File: src/design/rlp_pkg.sv
// Shared types and register codes for the resonant lowpass unit.
package rlp_pkg;

    // Configuration register indexes
    localparam int CFG_INDEX_BITS = 1;
    localparam logic [CFG_INDEX_BITS-1:0] REG_CUTOFF    = 1'b0;
    localparam logic [CFG_INDEX_BITS-1:0] REG_RESONANCE = 1'b1;

    typedef enum logic [2:0] {
        ST_IDLE,
        ST_MUL_CUTOFF,
        ST_ADD_VEL,
        ST_ADD_POS,
        ST_SCALE_VEL
    } ctrl_state_t;

    typedef struct packed {
        logic load_diff;     // capture sample - position
        logic mul_cutoff;    // product <= diff * c
        logic add_vel;       // velocity <= sat(velocity + accel)
        logic add_pos;       // position update, product <= velocity * r
        logic scale_vel;     // velocity <= rounded product, result to output
    } dp_cmd_t;

    typedef struct packed {
        logic out_busy;      // output register holds a result not yet taken
    } dp_status_t;

endpackage

File: src/design/rlp_ctrl.sv
// Sequencer for one filter step over the shared multiplier.
module rlp_ctrl (
    input  logic                aclk,
    input  logic                aresetn,
    input  logic                s_valid,
    output logic                s_ready,
    input  rlp_pkg::dp_status_t status,
    output rlp_pkg::dp_cmd_t    cmd
);

    rlp_pkg::ctrl_state_t state_reg;
    rlp_pkg::ctrl_state_t state_next;

    always_ff @(posedge aclk) begin
        if (!aresetn) begin
            state_reg <= rlp_pkg::ST_IDLE;
        end else begin
            state_reg <= state_next;
        end
    end

    always_comb begin
        state_next = state_reg;
        cmd        = '0;
        s_ready    = 1'b0;
        case (state_reg)
            rlp_pkg::ST_IDLE: begin
                s_ready = 1'b1;
                if (s_valid) begin
                    cmd.load_diff = 1'b1;
                    state_next    = rlp_pkg::ST_MUL_CUTOFF;
                end
            end
            rlp_pkg::ST_MUL_CUTOFF: begin
                cmd.mul_cutoff = 1'b1;
                state_next     = rlp_pkg::ST_ADD_VEL;
            end
            rlp_pkg::ST_ADD_VEL: begin
                cmd.add_vel = 1'b1;
                state_next  = rlp_pkg::ST_ADD_POS;
            end
            rlp_pkg::ST_ADD_POS: begin
                cmd.add_pos = 1'b1;
                state_next  = rlp_pkg::ST_SCALE_VEL;
            end
            rlp_pkg::ST_SCALE_VEL: begin
                // position is final here, so the next request may load now
                if (!status.out_busy) begin
                    cmd.scale_vel = 1'b1;
                    s_ready       = 1'b1;
                    if (s_valid) begin
                        cmd.load_diff = 1'b1;
                        state_next    = rlp_pkg::ST_MUL_CUTOFF;
                    end else begin
                        state_next    = rlp_pkg::ST_IDLE;
                    end
                end
            end
            default: begin
                state_next = rlp_pkg::ST_IDLE;
            end
        endcase
    end

endmodule

File: src/design/rlp_datapath.sv
// State registers, coefficient registers, shared multiplier and saturation logic.
module rlp_datapath #(
    parameter int SAMPLE_BITS    = 24,
    parameter int STATE_BITS     = 32,
    parameter int COEF_FRAC_BITS = 16
) (
    input  logic                                  aclk,
    input  logic                                  aresetn,
    input  rlp_pkg::dp_cmd_t                      cmd,
    output rlp_pkg::dp_status_t                   status,
    input  logic signed [SAMPLE_BITS-1:0]         sample_in,
    input  logic                                  cfg_valid,
    input  logic [rlp_pkg::CFG_INDEX_BITS-1:0]    cfg_index,
    input  logic [COEF_FRAC_BITS+1:0]             cfg_data,
    output logic                                  out_valid,
    input  logic                                  out_ready,
    output logic signed [SAMPLE_BITS-1:0]         sample_out
);

    localparam int SW = SAMPLE_BITS;
    localparam int TW = STATE_BITS;
    localparam int F  = COEF_FRAC_BITS;
    localparam int CW = COEF_FRAC_BITS + 2;
    localparam int RW = COEF_FRAC_BITS;
    localparam int DW = ((SW > TW) ? SW : TW) + 1;   // exact difference
    localparam int PW = TW + CW + 1;                 // product
    localparam int AW = PW - F;                      // rounded product
    localparam int VW = AW + 1;                      // velocity sum

    localparam logic signed [PW-1:0] HALF = PW'(1) <<< (F - 1);

    // configuration
    logic [CW-1:0] cutoff_reg;
    logic [RW-1:0] resonance_reg;

    always_ff @(posedge aclk) begin
        if (!aresetn) begin
            cutoff_reg    <= '0;
            resonance_reg <= '0;
        end else if (cfg_valid) begin
            case (cfg_index)
                rlp_pkg::REG_CUTOFF:    cutoff_reg    <= cfg_data;
                rlp_pkg::REG_RESONANCE: resonance_reg <= cfg_data[RW-1:0];
                default: ;
            endcase
        end
    end

    // filter state
    logic signed [TW-1:0] pos_reg, pos_next;
    logic signed [TW-1:0] vel_reg, vel_next;
    logic signed [TW-1:0] diff_reg, diff_next;
    logic signed [PW-1:0] prod_reg, prod_next;
    logic                 out_valid_reg;
    logic signed [SW-1:0] out_reg, out_next;

    // sample - position, exact then saturated
    logic signed [DW-1:0] diff_full;
    assign diff_full = $signed({{(DW-SW){sample_in[SW-1]}}, sample_in})
                     - $signed({{(DW-TW){pos_reg[TW-1]}}, pos_reg});

    always_comb begin
        if (diff_full[DW-1] == 1'b0 && diff_full[DW-2:TW-1] != '0) begin
            diff_next = {1'b0, {(TW-1){1'b1}}};
        end else if (diff_full[DW-1] == 1'b1 && diff_full[DW-2:TW-1] != '1) begin
            diff_next = {1'b1, {(TW-1){1'b0}}};
        end else begin
            diff_next = diff_full[TW-1:0];
        end
    end

    // shared multiplier: diff * c, then velocity * r
    logic signed [TW-1:0] mul_a;
    logic signed [CW:0]   mul_b;

    always_comb begin
        if (cmd.add_pos) begin
            mul_a = vel_reg;
            mul_b = $signed({{(CW+1-RW){1'b0}}, resonance_reg});
        end else begin
            mul_a = diff_reg;
            mul_b = $signed({1'b0, cutoff_reg});
        end
    end

    assign prod_next = PW'(mul_a) * PW'(mul_b);

    // round half up, floor shift
    logic signed [PW-1:0] prod_rnd;
    logic signed [AW-1:0] scaled;
    assign prod_rnd = prod_reg + HALF;
    assign scaled   = AW'(prod_rnd >>> F);

    // velocity + accel
    logic signed [VW-1:0] vsum;
    logic signed [TW-1:0] v1_sat;
    assign vsum = VW'(vel_reg) + VW'(scaled);

    always_comb begin
        if (vsum[VW-1] == 1'b0 && vsum[VW-2:TW-1] != '0) begin
            v1_sat = {1'b0, {(TW-1){1'b1}}};
        end else if (vsum[VW-1] == 1'b1 && vsum[VW-2:TW-1] != '1) begin
            v1_sat = {1'b1, {(TW-1){1'b0}}};
        end else begin
            v1_sat = vsum[TW-1:0];
        end
    end

    // scaled velocity
    logic signed [TW-1:0] v2_sat;
    always_comb begin
        if (scaled[AW-1] == 1'b0 && scaled[AW-2:TW-1] != '0) begin
            v2_sat = {1'b0, {(TW-1){1'b1}}};
        end else if (scaled[AW-1] == 1'b1 && scaled[AW-2:TW-1] != '1) begin
            v2_sat = {1'b1, {(TW-1){1'b0}}};
        end else begin
            v2_sat = scaled[TW-1:0];
        end
    end

    // position + velocity
    logic signed [TW:0]   psum;
    logic signed [TW-1:0] p1_sat;
    assign psum = (TW+1)'(pos_reg) + (TW+1)'(vel_reg);

    always_comb begin
        if (psum[TW] != psum[TW-1]) begin
            p1_sat = psum[TW] ? {1'b1, {(TW-1){1'b0}}} : {1'b0, {(TW-1){1'b1}}};
        end else begin
            p1_sat = psum[TW-1:0];
        end
    end

    // result: position to sample range
    generate
        if (SW >= TW) begin : g_out_wide
            assign out_next = SW'(pos_reg);
        end else begin : g_out_sat
            always_comb begin
                if (pos_reg[TW-1] == 1'b0 && pos_reg[TW-2:SW-1] != '0) begin
                    out_next = {1'b0, {(SW-1){1'b1}}};
                end else if (pos_reg[TW-1] == 1'b1 && pos_reg[TW-2:SW-1] != '1) begin
                    out_next = {1'b1, {(SW-1){1'b0}}};
                end else begin
                    out_next = pos_reg[SW-1:0];
                end
            end
        end
    endgenerate

    always_comb begin
        pos_next = pos_reg;
        vel_next = vel_reg;
        if (cmd.add_vel) begin
            vel_next = v1_sat;
        end
        if (cmd.scale_vel) begin
            vel_next = v2_sat;
        end
        if (cmd.add_pos) begin
            pos_next = p1_sat;
        end
    end

    always_ff @(posedge aclk) begin
        if (!aresetn) begin
            pos_reg       <= '0;
            vel_reg       <= '0;
            out_valid_reg <= 1'b0;
        end else begin
            pos_reg <= pos_next;
            vel_reg <= vel_next;
            if (cmd.scale_vel) begin
                out_valid_reg <= 1'b1;
            end else if (out_ready) begin
                out_valid_reg <= 1'b0;
            end
        end
    end

    always_ff @(posedge aclk) begin
        if (cmd.load_diff) begin
            diff_reg <= diff_next;
        end
        if (cmd.mul_cutoff || cmd.add_pos) begin
            prod_reg <= prod_next;
        end
        if (cmd.scale_vel) begin
            out_reg <= out_next;
        end
    end

    assign status.out_busy = out_valid_reg && !out_ready;
    assign out_valid       = out_valid_reg;
    assign sample_out      = out_reg;

endmodule

File: src/design/resonant_lowpass_12db_unit.sv
// Two-pole resonant lowpass (12 dB/octave), mass-spring form; top level.
//
// Each request carries one signed sample and returns one filtered sample.
// A step runs velocity += (sample - position) * cutoff_coef, position +=
// velocity, velocity *= resonance_coef, with round-half-up products and
// saturating state; the result is the new position saturated to the sample
// width. Both products go through one shared multiplier: a step runs the
// multiply, velocity-add, position-add and velocity-scale states before the
// result register loads; a back-to-back request is taken in the last state,
// as scaling finishes. A result waiting in the output register holds
// off the end of the following step until it is taken. Coefficients are
// written through the cfg port: index 0 is cutoff_coef (COEF_FRAC_BITS+2
// bits), index 1 is resonance_coef (low COEF_FRAC_BITS bits of cfg_data);
// write them only while no request is in flight.
module resonant_lowpass_12db_unit #(
    parameter int SAMPLE_BITS    = 24,
    parameter int STATE_BITS     = 32,
    parameter int COEF_FRAC_BITS = 16
) (
    input  logic                               aclk,
    input  logic                               aresetn,
    input  logic                               s_valid,
    output logic                               s_ready,
    input  logic signed [SAMPLE_BITS-1:0]      s_sample_in,
    output logic                               m_valid,
    input  logic                               m_ready,
    output logic signed [SAMPLE_BITS-1:0]      m_sample_out,
    input  logic                               cfg_valid,
    output logic                               cfg_ready,
    input  logic [rlp_pkg::CFG_INDEX_BITS-1:0] cfg_index,
    input  logic [COEF_FRAC_BITS+1:0]          cfg_data
);

    rlp_pkg::dp_cmd_t    cmd;
    rlp_pkg::dp_status_t status;

    assign cfg_ready = 1'b1;

    rlp_ctrl u_ctrl (
        .aclk    (aclk),
        .aresetn (aresetn),
        .s_valid (s_valid),
        .s_ready (s_ready),
        .status  (status),
        .cmd     (cmd)
    );

    rlp_datapath #(
        .SAMPLE_BITS    (SAMPLE_BITS),
        .STATE_BITS     (STATE_BITS),
        .COEF_FRAC_BITS (COEF_FRAC_BITS)
    ) u_datapath (
        .aclk       (aclk),
        .aresetn    (aresetn),
        .cmd        (cmd),
        .status     (status),
        .sample_in  (s_sample_in),
        .cfg_valid  (cfg_valid),
        .cfg_index  (cfg_index),
        .cfg_data   (cfg_data),
        .out_valid  (m_valid),
        .out_ready  (m_ready),
        .sample_out (m_sample_out)
    );

endmodule
File: config.mk
export PLATFORM = sky130hd
export DESIGN_NAME = resonant_lowpass_12db_unit
export DESIGN_NICKNAME = d
export VERILOG_FILES = /design/src/design/rlp_pkg.sv /design/src/design/rlp_ctrl.sv /design/src/design/rlp_datapath.sv /design/src/design/resonant_lowpass_12db_unit.sv
export SDC_FILE = /design/constraint.sdc
export NUM_CORES = 2
export LEC_CHECK = 0
export ABC_CLOCK_PERIOD_IN_PS = 12600
export BUFFER_PORTS_ARGS = -buffer_cell sky130_fd_sc_hd__clkbuf_2
export CORE_MARGIN = 2
export CORE_UTILIZATION = 55
export DETAILED_ROUTE_END_ITERATION = 8
export PLACE_DENSITY = 0.71
export SLEW_MARGIN = 20
export SYNTH_ARGS = -nofsm -noshare
export SYNTH_HDL_FRONTEND = slang
export SYNTH_SLANG_ARGS = --single-unit
export TNS_END_PERCENT = 5
File: constraint.sdc
create_clock -name aclk -period 12.6 [get_ports aclk]
set_input_delay 2.52 -clock aclk [delete_from_list [all_inputs] [get_ports aclk]]
set_output_delay 2.52 -clock aclk [all_outputs]
set_load 0.02 [all_outputs]
-- Yosys cells after proc, flatten, opt, wreduce, memory -nomap -nowiden
Index checks and enable logic that the tools add are counted.
- register bits: 209
- output and inout bits: 27
- $add $sub $neg: 4
- $mul: 1
- equality and inequality tests: 10
- mux-type cells: 27
- bitwise logic cells: 6
- reductions and logical operators: 20
- operator list (operator ; number):
    2-to-1 mux 32 bit ; 10
    adder 51 x 17 -> 51 bit, second input constant ; 1
    multiplier 32 x 19 -> 51 bit ; 1
    adder 32 x 35 -> 36 bit ; 1
    adder 32 x 32 -> 33 bit ; 1
    subtractor 24 x 32 -> 33 bit ; 1
    2-to-1 mux 24 bit ; 1
    2-to-1 mux 18 bit ; 1
    one-hot mux 3 bit (5 select lines) ; 1
    2-to-1 mux 1 bit ; 10
    logical AND 1 bit ; 9
    != test 8 bit, second input constant ; 1
    nonzero test 8 bit ; 1
    equality test 3 x 2 -> 1 bit, second input constant ; 2
    2-to-1 mux 3 bit ; 2
    inverter 1 bit ; 6
    AND reduction 2 bit ; 3
    != test 2 bit, second input constant ; 2
    != test 4 bit, second input constant ; 1
    one-hot mux 1 bit (2 select lines) ; 2
    nonzero test 2 bit ; 2
    nonzero test 4 bit ; 1
    equality test 3 x 1 -> 1 bit, second input constant ; 1
    equality test 3 bit, second input constant ; 1
    other kinds (6) ; 6

-- Depth between registers and ports, before layout
- depth after elaboration: 8
- mapped depth: 32
- gate-level depth less buffers: 28

-- Modules after synthesis
From an unflattened synthesis, not the netlist that was laid out.
- cells, all modules: 3780
- area total of the unflattened synthesis: 33607.2 um^2
- by module, submodules not included (module ; times used ; cells each ; area an instance (um^2) ; sequential area each (um^2)):
    rlp_datapath ; 1 ; 3761 ; 33420.8 ; 4744.6
    rlp_ctrl ; 1 ; 17 ; 175.2 ; 60.1
    resonant_lowpass_12db_unit ; 1 ; 2 ; 11.3 ; 0.0

-- Worst setup path after synthesis
Ideal clock, no wire load.
- path type: reg-to-reg
- start: reg u_ctrl.state_reg[0]
- end: reg u_datapath.prod_reg[50] (data pin)
- library setup time: 0.266 ns
- arrival time: 8.413 ns
- setup slack: 3.921 ns
- cell stages (with the launch flop): 32
- clock period less this slack: 8.679 ns
- path through: dfxtp_1 > clkbuf_1 > nor2b_1 > nand2_1 > clkbuf_1 > clkbuf_1 > nand2_1 > nand2_1 > nand2_1 > inv_1 > fa_1 > inv_1 > fa_1 > fa_1 > inv_1 > fa_1 > fa_1 > inv_1 > fa_1 > inv_1 > ha_1 > clkbuf_1 > a21o_1 > a21oi_1 > o21ai_0 > a2111oi_0 > or3_1 > and3_1 > a21oi_1 > a21o_1 > o41ai_1 > xnor2_1
- cells in the longest elaborated chain, start to end: 4
- ends and longest elaborated chain (item ; line ; RTL):
    from (decl) ; rlp_ctrl.sv:11 ; rlp_pkg::ctrl_state_t state_reg;
    from (signal assigned) ; rlp_ctrl.sv:16 ; state_reg <= rlp_pkg::ST_IDLE;
    from (signal assigned) ; rlp_ctrl.sv:18 ; state_reg <= state_next;
    equality test 3 x 2 -> 1 bit (*) ; rlp_ctrl.sv:26 ; case (state_reg)
    2-to-1 mux 1 bit (*) ; rlp_ctrl.sv:26 ;
    2-to-1 mux 32 bit or 2-to-1 mux 18 bit (tied branches) ; rlp_datapath.sv:77 ; if (cmd.add_pos) begin
    multiplier 32 x 19 -> 51 bit (*) ; rlp_datapath.sv:86 ; assign prod_next = PW'(mul_a) * PW'(mul_b);
    named net u_datapath.prod_next[50] ; rlp_datapath.sv:53 ; logic signed [PW-1:0] prod_reg, prod_next;
    to (signal assigned) ; rlp_datapath.sv:186 ; prod_reg <= prod_next;
    to (decl) ; rlp_datapath.sv:53 ;
The timed path passes the listed nets; every way through them passes the cells marked *.
A chain may end at the register's enable or synchronous reset.

-- Worst setup path in the final report
- start: reg u_ctrl.state_reg[1]
- end: reg u_datapath.prod_reg[49] (data pin)
The elaborated chain is that of the path after synthesis.

==> run summary <==
The flow ran to the end, and the final reports show no timing, DRC or antenna violations. The detailed router finished its first iteration with 2313 violations. The total clock sinks is 194. A synthesized cell averages 8.55 um^2. The number of warnings reported in the yosys synthesis log came out at 0. The placer congestion estimate came out at 0.969. The class of the most critical hold timing path is flip-flop to flip-flop. The utilization after layout is 58.9%. The clock transition at the registers of the reported paths came out at 0.08 ns. Using the TritonRoute via totals, the vias-per-cell ratio works out to 5.86. In the synthesized netlist the async set-or-reset flop fraction comes to 0%.

The worst setup path is captured at a flip-flop. The routed length on met1 is 40100 um. The TritonCTS clock tree is built.

The post-route standard cell area excluding fillers came out at 35600 um^2. The highest clock frequency the design can meet came out at 110 MHz. The number of synthesized register bits came out at 194. The number of global-route vias before repair came out at 28000. The setup skew after layout is 0.0173 ns.

The post-route clock period utilization is 72.4%. The floorplan die area came out at 63200 um^2. The total of cells resized after clock tree synthesis came out at 0. The routed length on met3 is 8420 um. The number of buffers inserted by port buffering came out at 73. The minimum clock period is 9.13 ns. The number of buffers created by CTS is 17. The filler cell count in the final layout came out at 5424. The count of final hold-check violations is 0. Power spread over the standard cell area amounts to 136 nW/um^2.

The highest net fanout along the worst path is 53. In the final layout, the share of cells above drive strength 1 is 5.57%. The final cell count without fillers came out at 4748. After synthesis, the cell types taking the most area are sky130_fd_sc_hd__fa_1 (33%), sky130_fd_sc_hd__ha_1 (8.3%), sky130_fd_sc_hd__edfxtp_1 (8.2%), sky130_fd_sc_hd__inv_1 (8.1%), sky130_fd_sc_hd__dfxtp_1 (6.1%). The number of enable flip-flop cells after synthesis is 92. After detailed routing, the average wire length per cell comes to 21.1 um. The remaining max-slew budget at the tightest pin came out at 22.2%.

Setup repair after global routing left no endpoint under its margin. The internal power summed over all cells is 2.39 mW. The final layout contains 4782 nets. The final hold slack came out at 0.469 ns.

Counting along the longest clock path gives a buffer depth of 2. The flip-flop count of the largest register, all copies and words added is 36. For the pin with the worst max-slew slack, the measured transition is 1.13 ns.

STA classifies the critical path startpoint as a flip-flop. The synthesis-to-finish area growth came out at 5.87%. The synthesized netlist occupies a cell area of 33700 um^2. The cell count after synthesis came out at 3937. The synthesized design devotes to its leading area cell type 33.3% of total area.

The leakage power came out at 17.5 nW. The number of buffers inserted by post-CTS setup repair came out at 0. The count of final max-slew check failures came out at 0.

The share of total power in sequential cells is 21.6%. The cell type contributing the most total cell area after synthesis is sky130_fd_sc_hd__fa_1. The proportion of synthesized chip area in sequential cells came out at 14.3%. The switching power of the nets came out at 2.44 mW. The first detailed-routing pass took 6 iterations. The H-tree depth came out at 4.

Once placement finished, the instance area stood at 35100 um^2. The total number of vias came out at 27800. The post-route setup TNS came out at 0 ns. In this run the remaining antenna-violating nets after routing total 0.

The detailed router used layers up to and including met5. The width of the chip came out at 251 um. The core region is 60500 um^2. In the global route stage, overall resource usage came out at 32.6%. The kind of critical path is flip-flop to flip-flop.

For this block, the routed nets add up to 100000 um of wire. The sum of met2 wire segment lengths after detailed routing is 46500 um. The commonest register cell after synthesis is sky130_fd_sc_hd__dfxtp_1.

The number of antenna violations at the first check in global routing is 3. The setup-violating endpoint count in the final report is 0. The worst IR drop on VDD is 0.110 mV.

The number of maximum-capacitance violations came out at 0. Combinational logic is responsible for 67.0% of the overall power. The number of different library cells used by synthesis comes to 76. The tree is rooted in a sky130_fd_sc_hd__clkbuf_16.

At the worst endpoint, the required time is 12.83 ns. The starting density of the core came out at 55.7%. Synthesis produced a netlist with a net count of 4767. The overflow left after global routing is 0. The cell count after placement is 4715. In this run switching power makes up 50.5% of total power. Of the total power, the clock network draws 11.4%. Measured along the y axis, the die boundary spans 251 um.

The clock latency at the later pin of the worst-skew pair is 0.48 ns. The count of standard-cell rows is 90. The detailed-route DRC error count came out at 0. The data arrival time of the critical path came out at 9.36 ns. After clock tree synthesis, the flow added hold-fix buffers numbering 0. The I/O pin count came out at 75.

The wire length of the first global-routing pass is 157000 um. Entering global routing, the biggest net connects 89 pins. The post-DP HPWL came out at 80600 um.
[kinds of logic (layout without fill, tap and decap cells)]
family,count (synthesis),after routing,synth area share (%)
AND/OR/NAND/NOR,1243,1243,16.1
buffers and inverters,872,900,9.83
adder cells (fa/ha/maj),803,803,42.2
AO/OA/AOI/OAI,612,612,11.9
flip-flops,194,194,14.3
XOR/XNOR,157,157,4.09
multiplexers,55,55,1.64
other,1,2,0.0111
[layout make-up]
| class | count | area, um^2 | area share (%) |
|---|---|---|---|
| clock buffer | 18 | 429 | 1.20 |
| multi-input combinational | 2871 | 25700 | 72.0 |
| inverter | 724 | 2720 | 7.63 |
| clock inverter | 14 | 135 | 0.379 |
| antenna | 1 | 2.50 | 0.00702 |
| timing repair buffer | 144 | 906 | 2.54 |
| tap | 782 | 978 | 2.75 |
| sequential | 194 | 4800 | 13.5 |
[path summary, 6_finish.rpt]
path	start	endpoint	slack (ns)	depth (start not counted)
max	u_ctrl.state_reg[1]	u_datapath.prod_reg[49]	3.47	26
min	u_datapath.cutoff_reg[17]	u_datapath.cutoff_reg[17]	0.47	2
max reg2reg	u_ctrl.state_reg[1]	u_datapath.prod_reg[49]	3.47	26
min reg2reg	u_datapath.cutoff_reg[17]	u_datapath.cutoff_reg[17]	0.47	2
[layout by cell type (no fill, tap or decap), types with 21 or more instances in the layout]
master	synthesis	routed
sky130_fd_sc_hd__a31oi_1	21	21
sky130_fd_sc_hd__nand3_1	43	43
sky130_fd_sc_hd__nand4_1	30	30
sky130_fd_sc_hd__o21a_1	70	70
sky130_fd_sc_hd__nor2b_1	25	23
sky130_fd_sc_hd__maj3_1	21	21
sky130_fd_sc_hd__nor2_1	431	430
sky130_fd_sc_hd__edfxtp_1	92	92
sky130_fd_sc_hd__xor2_1	70	70
sky130_fd_sc_hd__nor3_1	23	23
sky130_fd_sc_hd__buf_4	1	70
sky130_fd_sc_hd__a21o_1	68	68
sky130_fd_sc_hd__ha_1	223	223
sky130_fd_sc_hd__nand2b_1	22	22
sky130_fd_sc_hd__a21boi_0	44	44
sky130_fd_sc_hd__xnor2_1	87	87
sky130_fd_sc_hd__inv_1	724	724
sky130_fd_sc_hd__clkbuf_2	0	73
sky130_fd_sc_hd__dfxtp_1	102	102
sky130_fd_sc_hd__and3_1	82	82
sky130_fd_sc_hd__mux2i_1	54	44
sky130_fd_sc_hd__o21ai_0	108	108
sky130_fd_sc_hd__a21oi_1	149	147
sky130_fd_sc_hd__fa_1	559	559
sky130_fd_sc_hd__o211ai_1	28	28
sky130_fd_sc_hd__nand2_1	510	509
[power by group through the flow]
| stage | logic (mW) | clock network (mW) | registers (mW) |
|---|---|---|---|
| after detailed placement | 3.18 | 0 | 1.05 |
| after global routing | 3.62 | 0.578 | 1.05 |
| after floorplan | 2.38 | 0 | 0.967 |
| after CTS | 3.20 | 0.557 | 1.04 |
| final | 3.24 | 0.551 | 1.04 |
| after global placement | 3.14 | 0 | 1.05 |
[per-stage QoR]
| stage | worst slack, ns | total power, mW |
|---|---|---|
| floorplan | 3.92 | 3.34 |
| CTS | 3.75 | 4.80 |
| detailed placement | 3.75 | 4.24 |
| finish | 3.47 | 4.83 |
| global route | 3.07 | 5.25 |
| global placement | 3.98 | 4.19 |
[synthesized netlist by cell type, types with 16 or more instances]
library cell / instances
sky130_fd_sc_hd__a21boi_0: 44
sky130_fd_sc_hd__a21o_1: 68
sky130_fd_sc_hd__a21oi_1: 149
sky130_fd_sc_hd__a31oi_1: 21
sky130_fd_sc_hd__and3_1: 82
sky130_fd_sc_hd__clkbuf_1: 131
sky130_fd_sc_hd__dfxtp_1: 102
sky130_fd_sc_hd__edfxtp_1: 92
sky130_fd_sc_hd__fa_1: 559
sky130_fd_sc_hd__ha_1: 223
sky130_fd_sc_hd__inv_1: 724
sky130_fd_sc_hd__maj3_1: 21
sky130_fd_sc_hd__mux2i_1: 54
sky130_fd_sc_hd__nand2_1: 510
sky130_fd_sc_hd__nand2b_1: 22
sky130_fd_sc_hd__nand3_1: 43
sky130_fd_sc_hd__nand4_1: 30
sky130_fd_sc_hd__nor2_1: 431
sky130_fd_sc_hd__nor2b_1: 25
sky130_fd_sc_hd__nor3_1: 23
sky130_fd_sc_hd__o211ai_1: 28
sky130_fd_sc_hd__o21a_1: 70
sky130_fd_sc_hd__o21ai_0: 108
sky130_fd_sc_hd__o21bai_1: 18
sky130_fd_sc_hd__o22ai_1: 16
sky130_fd_sc_hd__xnor2_1: 87
sky130_fd_sc_hd__xor2_1: 70
[critical path: stages, from the launching register on]
cell and delay (ns):
sky130_fd_sc_hd__dfxtp_1 0.54, sky130_fd_sc_hd__and3b_4 0.54, sky130_fd_sc_hd__buf_4 0.69, sky130_fd_sc_hd__mux2i_4 0.33
sky130_fd_sc_hd__buf_4 0.48, sky130_fd_sc_hd__nor2_1 0.15, sky130_fd_sc_hd__fa_1 0.53, sky130_fd_sc_hd__inv_1 0.05
sky130_fd_sc_hd__fa_1 0.47, sky130_fd_sc_hd__fa_1 0.52, sky130_fd_sc_hd__inv_1 0.06, sky130_fd_sc_hd__fa_1 0.49
sky130_fd_sc_hd__fa_1 0.50, sky130_fd_sc_hd__inv_1 0.05, sky130_fd_sc_hd__fa_1 0.48, sky130_fd_sc_hd__inv_1 0.05
sky130_fd_sc_hd__ha_1 0.39, sky130_fd_sc_hd__and3_1 0.23, sky130_fd_sc_hd__and3_1 0.21, sky130_fd_sc_hd__o2111ai_1 0.16
sky130_fd_sc_hd__o211ai_1 0.55, sky130_fd_sc_hd__a21oi_1 0.34, sky130_fd_sc_hd__and3_1 0.24, sky130_fd_sc_hd__a21oi_1 0.32
sky130_fd_sc_hd__a211o_1 0.23, sky130_fd_sc_hd__a21oi_1 0.09, sky130_fd_sc_hd__xnor2_1 0.13
[per-layer routing]
| metal | up-vias | track usage [%] |
|---|---|---|
| met5 | - | 0 |
| met4 | 2 | 13.7 |
| met3 | 282 | 5.68 |
| met2 | 1225 | 53.3 |
| met1 | 13800 | 42.9 |
| li1 | 12500 | - |
Power figures use the tool's default switching activity.
